### src/rtl/core/modexp_pkg.sv
package modexp_pkg;

  // prime modulus and field widths
  localparam int unsigned ValW    = 30;
  localparam int unsigned ExpW    = 32;
  localparam int unsigned MulW    = 31;
  localparam int unsigned ProdW   = 2 * MulW;
  localparam logic [ValW-1:0] Modulus = 30'd998244353;

  // number of exponent bits walked, msb first
  localparam int unsigned ExpBits = 32;
  localparam int unsigned CntW    = $clog2(ExpBits + 1);

  // barrett constant floor(2^60 / modulus), fits in 31 bits
  localparam logic [63:0]     BarrettFull = 64'h1000_0000_0000_0000 / 64'(Modulus);
  localparam logic [MulW-1:0] BarrettM    = MulW'(BarrettFull);

  // sequencer states, one modular multiply takes ST_MUL .. ST_SUB
  typedef enum logic [2:0] {
    ST_IDLE,
    ST_MUL,
    ST_LO,
    ST_HI,
    ST_QUO,
    ST_QM,
    ST_SUB
  } modexp_state_e;

endpackage

### src/rtl/core/modexp_mul.sv
module modexp_mul
  import modexp_pkg::*;
(
  input  logic             clk_i,
  input  logic [MulW-1:0]  op_a_i,
  input  logic [MulW-1:0]  op_b_i,
  output logic [ProdW-1:0] prod_o
);

  logic [ProdW-1:0] prod_d;
  logic [ProdW-1:0] prod_q;

  // shared unsigned multiplier, product registered
  assign prod_d = {{(ProdW-MulW){1'b0}}, op_a_i} * {{(ProdW-MulW){1'b0}}, op_b_i};

  always_ff @(posedge clk_i) begin
    prod_q <= prod_d;
  end

  assign prod_o = prod_q;

endmodule

### src/rtl/core/modular_exponentiation_core.sv
// channel  | strobe / accept      | fields
// ---------+----------------------+---------------------------------------
// input    | start & !busy        | base_i [29:0], exponent_i [31:0]
// result   | done_o (one cycle)   | power_mod_o [29:0]
//
// one shared 31x31 multiplier does every product; a modular multiply walks the
// steps product, two barrett quotient products, quotient add, q*M and subtract.
// each exponent bit costs a square plus a multiply when the bit is set.
// busy stays high for the whole item; done_o rises at the edge that drops busy.
// async active-low reset clears the sequencer only; the receiver cannot stall.
module modular_exponentiation_core
  import modexp_pkg::*;
(
  input  logic            clk_i,
  input  logic            rst_ni,
  input  logic            start,
  output logic            busy,
  input  logic [ValW-1:0] base_i,
  input  logic [ExpW-1:0] exponent_i,
  output logic            done_o,
  output logic [ValW-1:0] power_mod_o
);

  modexp_state_e state_d, state_q;
  logic               mult_d, mult_q;
  logic [CntW-1:0]    cnt_d, cnt_q;
  logic               done_d, done_q;

  logic [ValW-1:0]    acc_d, acc_q;
  logic [ValW-1:0]    base_d, base_q;
  logic [ExpBits-1:0] e_d, e_q;
  logic [59:0]        p_d, p_q;
  logic [MulW-1:0]    t_d, t_q;
  logic [ValW-1:0]    q_d, q_q;
  logic [ValW-1:0]    res_d, res_q;

  logic [MulW-1:0]    op_a, op_b;
  logic [ProdW-1:0]   prod;
  logic [ProdW-1:0]   quo_sum;
  logic [MulW-1:0]    rem_raw;
  logic [MulW-1:0]    rem_fix;
  logic [ValW-1:0]    base_red;

  modexp_mul u_mul (
    .clk_i  (clk_i),
    .op_a_i (op_a),
    .op_b_i (op_b),
    .prod_o (prod)
  );

  // base may lie up to one modulus too high
  assign base_red = (base_i >= Modulus) ? (base_i - Modulus) : base_i;

  // barrett quotient: (hi*m + (lo*m >> 30)) >> 30
  assign quo_sum = {1'b0, prod[60:0]} + ProdW'(t_q);

  // remainder below 2M, so 31 bits suffice, then one correction
  assign rem_raw = p_q[MulW-1:0] - prod[MulW-1:0];
  assign rem_fix = (rem_raw >= MulW'(Modulus)) ? (rem_raw - MulW'(Modulus)) : rem_raw;

  // sequencer state register
  always_ff @(posedge clk_i or negedge rst_ni) begin
    if (!rst_ni) begin
      state_q <= ST_IDLE;
      mult_q  <= 1'b0;
      cnt_q   <= '0;
      done_q  <= 1'b0;
    end else begin
      state_q <= state_d;
      mult_q  <= mult_d;
      cnt_q   <= cnt_d;
      done_q  <= done_d;
    end
  end

  // datapath registers
  always_ff @(posedge clk_i) begin
    acc_q  <= acc_d;
    base_q <= base_d;
    e_q    <= e_d;
    p_q    <= p_d;
    t_q    <= t_d;
    q_q    <= q_d;
    res_q  <= res_d;
  end

  // next state, multiplier operands and datapath updates
  always_comb begin
    state_d = state_q;
    mult_d  = mult_q;
    cnt_d   = cnt_q;
    done_d  = 1'b0;
    acc_d   = acc_q;
    base_d  = base_q;
    e_d     = e_q;
    p_d     = p_q;
    t_d     = t_q;
    q_d     = q_q;
    res_d   = res_q;
    op_a    = '0;
    op_b    = '0;

    unique case (state_q)
      ST_IDLE: begin
        if (start) begin
          acc_d   = ValW'(1);
          base_d  = base_red;
          e_d     = ExpBits'(exponent_i);
          cnt_d   = CntW'(ExpBits);
          mult_d  = 1'b0;
          state_d = ST_MUL;
        end
      end
      ST_MUL: begin
        op_a    = MulW'(acc_q);
        op_b    = mult_q ? MulW'(base_q) : MulW'(acc_q);
        state_d = ST_LO;
      end
      ST_LO: begin
        p_d     = prod[59:0];
        op_a    = MulW'(prod[29:0]);
        op_b    = BarrettM;
        state_d = ST_HI;
      end
      ST_HI: begin
        t_d     = prod[60:30];
        op_a    = MulW'(p_q[59:30]);
        op_b    = BarrettM;
        state_d = ST_QUO;
      end
      ST_QUO: begin
        q_d     = quo_sum[59:30];
        state_d = ST_QM;
      end
      ST_QM: begin
        op_a    = MulW'(q_q);
        op_b    = MulW'(Modulus);
        state_d = ST_SUB;
      end
      ST_SUB: begin
        acc_d = rem_fix[ValW-1:0];
        if (!mult_q && e_q[ExpBits-1]) begin
          mult_d  = 1'b1;
          state_d = ST_MUL;
        end else begin
          mult_d = 1'b0;
          e_d    = e_q << 1;
          cnt_d  = cnt_q - CntW'(1);
          if (cnt_q == CntW'(1)) begin
            res_d   = rem_fix[ValW-1:0];
            done_d  = 1'b1;
            state_d = ST_IDLE;
          end else begin
            state_d = ST_MUL;
          end
        end
      end
      default: begin
        state_d = ST_IDLE;
      end
    endcase
  end

  assign busy        = (state_q != ST_IDLE);
  assign done_o      = done_q;
  assign power_mod_o = res_q;

endmodule
### config.mk
export PLATFORM = sky130hd
export DESIGN_NAME = modular_exponentiation_core
export DESIGN_NICKNAME = d
export VERILOG_FILES = /design/src/rtl/core/modexp_pkg.sv /design/src/rtl/core/modexp_mul.sv /design/src/rtl/core/modular_exponentiation_core.sv
export SDC_FILE = /design/constraint.sdc
export NUM_CORES = 2
export LEC_CHECK = 0
export BUFFER_PORTS_ARGS = -buffer_cell sky130_fd_sc_hd__buf_2
export CORE_UTILIZATION = 60
export DETAILED_ROUTE_END_ITERATION = 8
export PLACE_DENSITY = 0.91
export SYNTH_ARGS = -nofsm -noshare
export SYNTH_HDL_FRONTEND = slang
export SYNTH_SLANG_ARGS = --single-unit
### constraint.sdc
create_clock -name clk_i -period 9 [get_ports clk_i]
set_input_delay 1.8 -clock clk_i [delete_from_list [all_inputs] [get_ports clk_i]]
set_output_delay 1.8 -clock clk_i [all_outputs]
set_load 0.01 [all_outputs]
==> flow_summary.json <==
{
  "critPathLaunchType": "flip-flop",
  "yosysWarnings": 0,
  "io_buffers": 96,
  "wl_met1_um": 52100,
  "place.gp.congestion": 1.06,
  "cts-buffers-inserted": 30,
  "slew_violations": 0,
  "grt_pass1_wl_um": 223000,
  "routed-wl-met2_um": 66200,
  "die_x_um": 275,
  "clk_latency_ps": 600,
  "clockRootBuffer": "clkbuf_16",
  "synth.most_common_cell": "inv_1",
  "ys_seq_elements": 315,
  "yosys-top-cells-count": "inv_1, fa_1, nor2_1",
  "drive_gt1_share_pct": 11.3,
  "cts_tree": "done",
  "synth-edff-count": 243,
  "yosysUniqueCellTypes": 96,
  "fin_worst_skew_ps": 28.0,
  "fin_crit_sh_pct": 99.0,
  "final_hold_viol_count": 0,
  "h-tree-depth": 1,
  "drc": 0,
  "stdcell_count": 5961,
  "reg2reg_from": "state_q[1]",
  "dp_hpwl_um": 120000,
  "drtPass1Iterations": 8,
  "critical_path.max_fanout": 11,
  "hold_depth": 0,
  "r2r_slack_ps": 90,
  "cts_buffer_depth": 3,
  "syn_area_mm2": 0.0449,
  "hold_class": "reg -> reg",
  "status": "finished clean",
  "avgViaCountPerCell": 6.17,
  "crit_arrival_ps": 9390,
  "final.min_clock_period_ps": 8910,
  "max_slew.worst_pin.slew_ps": 1370,
  "placedCellCount": 5875,
  "tns_ps": 0,
  "postRouteAntennaNets": 0,
  "cp-end-kind": "flip-flop",
  "crit_required_ps": 9470,
  "initial_core_util_pct": 61.1,
  "grt_overflow_total": 0,
  "grt_antenna_before_repair": 9,
  "rr_worst_depth": 35,
  "grt_max_degree": 64,
  "fill_cells": 5552,
  "wl_met3_um": 19100,
  "clk_pin_slew_ps": 70,
  "rows": 99,
  "maxCapViolations": 0,
  "finalSetupViolations": 0,
  "synth_top_area_share_pct": 36.1,
  "avgSynthCellArea_um2": 9.40,
  "r2r_end": "u_mul.prod_o[53]",
  "io-pin-count": 97,
  "clock-sinks": 315,
  "vias": 36779,
  "hold_end": "t_q[30]",
  "path_class": "reg -> reg",
  "grt_pass1_vias": 37637,
  "hp-start": "u_mul.prod_o[60]",
  "top_layer": "met5",
  "seq_area_frac_synth_pct": 19.6,
  "die-area_mm2": 0.0759,
  "synth_flop_cell": "edfxtp_1",
  "relSlewSlack_pct": 6.02,
  "drt_wl_total_um": 151000,
  "synth_nets": 5964,
  "yosys-top-cells-area": "fa_1, edfxtp_1, ha_1",
  "cp_common_cell": "fa_1",
  "drtIter0Drc": 4436,
  "netlist_instances": 4775,
  "fp.dieH_um": 275,
  "ctsHoldBuffers": 0,
  "fmax_mhz": 112,
  "yosysTopAreaCell": "fa_1",
  "max_stage_delay_ps": 560,
  "wire_per_inst_um": 25.3,
  "cpMaxStageDelayCell": "fa_1",
  "grt_use_total_pct": 40.0,
  "nNetsFinal": 6165,
  "core_area_mm2": 0.0735,
  "rsz0062_at_grt": "true",
  "synth-async-reset-ratio_pct": 3.49,
  "area_growth_pct": 11.2
}
## worst max-delay path: cells and delay by family (launching register included)
kind                       cells  cell delay (ps)
and+or+nand+nor                4              460
adders and majority gates      9             4340
DFF                            1              380
xor gates and xnor gates       1              160
AOI/OAI and AO/OA              9             1900
buffers and inverters         12             1550
## logic make-up (layout without fill, tap and decap cells)
| family | count (synthesis) | in the layout | synth area share (%) |
|---|---|---|---|
| xor+xnor | 144 | 144 | 2.83 |
| simple gates | 1533 | 1533 | 14.4 |
| compound gates | 500 | 500 | 7.90 |
| buf+inv | 1118 | 1343 | 9.43 |
| mux | 41 | 41 | 0.979 |
| fa+ha+maj | 1124 | 1124 | 44.9 |
| flops | 315 | 315 | 19.6 |
| other cells | 0 | 2 | 0 |
## state kept, by name, summed over array words and instances (netlist names)
signal        count
p_q              60
mult_q            1
power_mod_o      30
q_q              30
u_mul.prod_o     61
e_q              32
done_o            1
state_q           3
acc_q            30
cnt_q             6
t_q              31
base_q           30
## worst max-delay path by stage
| stage | from | endpoint | slack, ps | cells past startpoint |
|---|---|---|---|---|
| floorplan | state_q[0] | u_mul.prod_o[53] | 9 | 33 |
| global placement | state_q[1] | u_mul.prod_o[53] | 10 | 32 |
| detailed placement | state_q[2] | u_mul.prod_o[53] | -110 | 33 |
| CTS | state_q[1] | u_mul.prod_o[53] | 20 | 32 |
| global route | state_q[1] | u_mul.prod_o[53] | -60 | 36 |
| finish | state_q[1] | u_mul.prod_o[53] | 90 | 35 |
## area by class of cell
type                       count  area, um^2  area share, %
antenna                        2        5.00         0.0100
clock buffer                  40         838           1.68
clock inverter                16         153          0.306
inverter                     904        3390           6.80
multi-input combinational   3342       32300           64.8
sequential                   315        8790           17.6
tap                          959        1200           2.40
timing repair buffer         383        3210           6.44
## metal layers
metal	global-route usage [%]	vias up
met2	61.2	2554
met5	0	-
met4	27.2	14
li1	-	15347
met3	10.0	725
met1	50.4	18139
## cells in the final DEF (no fill, tap or decap), drive strengths merged, types with 18 or more instances in the layout
| cell | Yosys | layout |
|---|---|---|
| nand4 | 22 | 22 |
| nand2b | 28 | 28 |
| and3 | 25 | 25 |
| nand3 | 46 | 46 |
| o21ai | 94 | 94 |
| a21oi | 123 | 123 |
| inv | 904 | 904 |
| nor2 | 661 | 661 |
| edfxtp | 243 | 243 |
| clkbuf | 199 | 48 |
| or3 | 23 | 23 |
| ha | 315 | 315 |
| dfxtp | 61 | 61 |
| buf | 15 | 375 |
| a22o | 24 | 24 |
| mux2 | 23 | 23 |
| and2 | 37 | 37 |
| a21o | 55 | 55 |
| nor3 | 37 | 37 |
| nand2 | 589 | 589 |
| xor2 | 64 | 64 |
| xnor2 | 80 | 80 |
| a221o | 30 | 30 |
| fa | 809 | 809 |
| o21a | 18 | 18 |
| mux2i | 18 | 18 |
| a221oi | 34 | 34 |
## per-stage QoR
step	hold WS [ps]	setup WS (ps)	area, um^2	utilization (%)
3_5_place_dp	435	-111	48300	65.7
4_1_cts	438	17.5	49300	67.1
6_report	437	86.3	49900	68.0
3_3_place_gp	452	9.91	48300	65.7
5_1_grt	438	-55.4	49900	68.0
2_1_floorplan	386	8.52	44900	-
## timing repair
action,in CTS,in global routing
gates resized for setup,3,61
pin swaps,1,10
buffers inserted,0,21
endpoints found under the setup margin,9,19
gates cloned,0,7
Power is left out: the tool's default activity adds up to more than one toggle a clock period on the data nets, which glitch-free logic cannot reach.
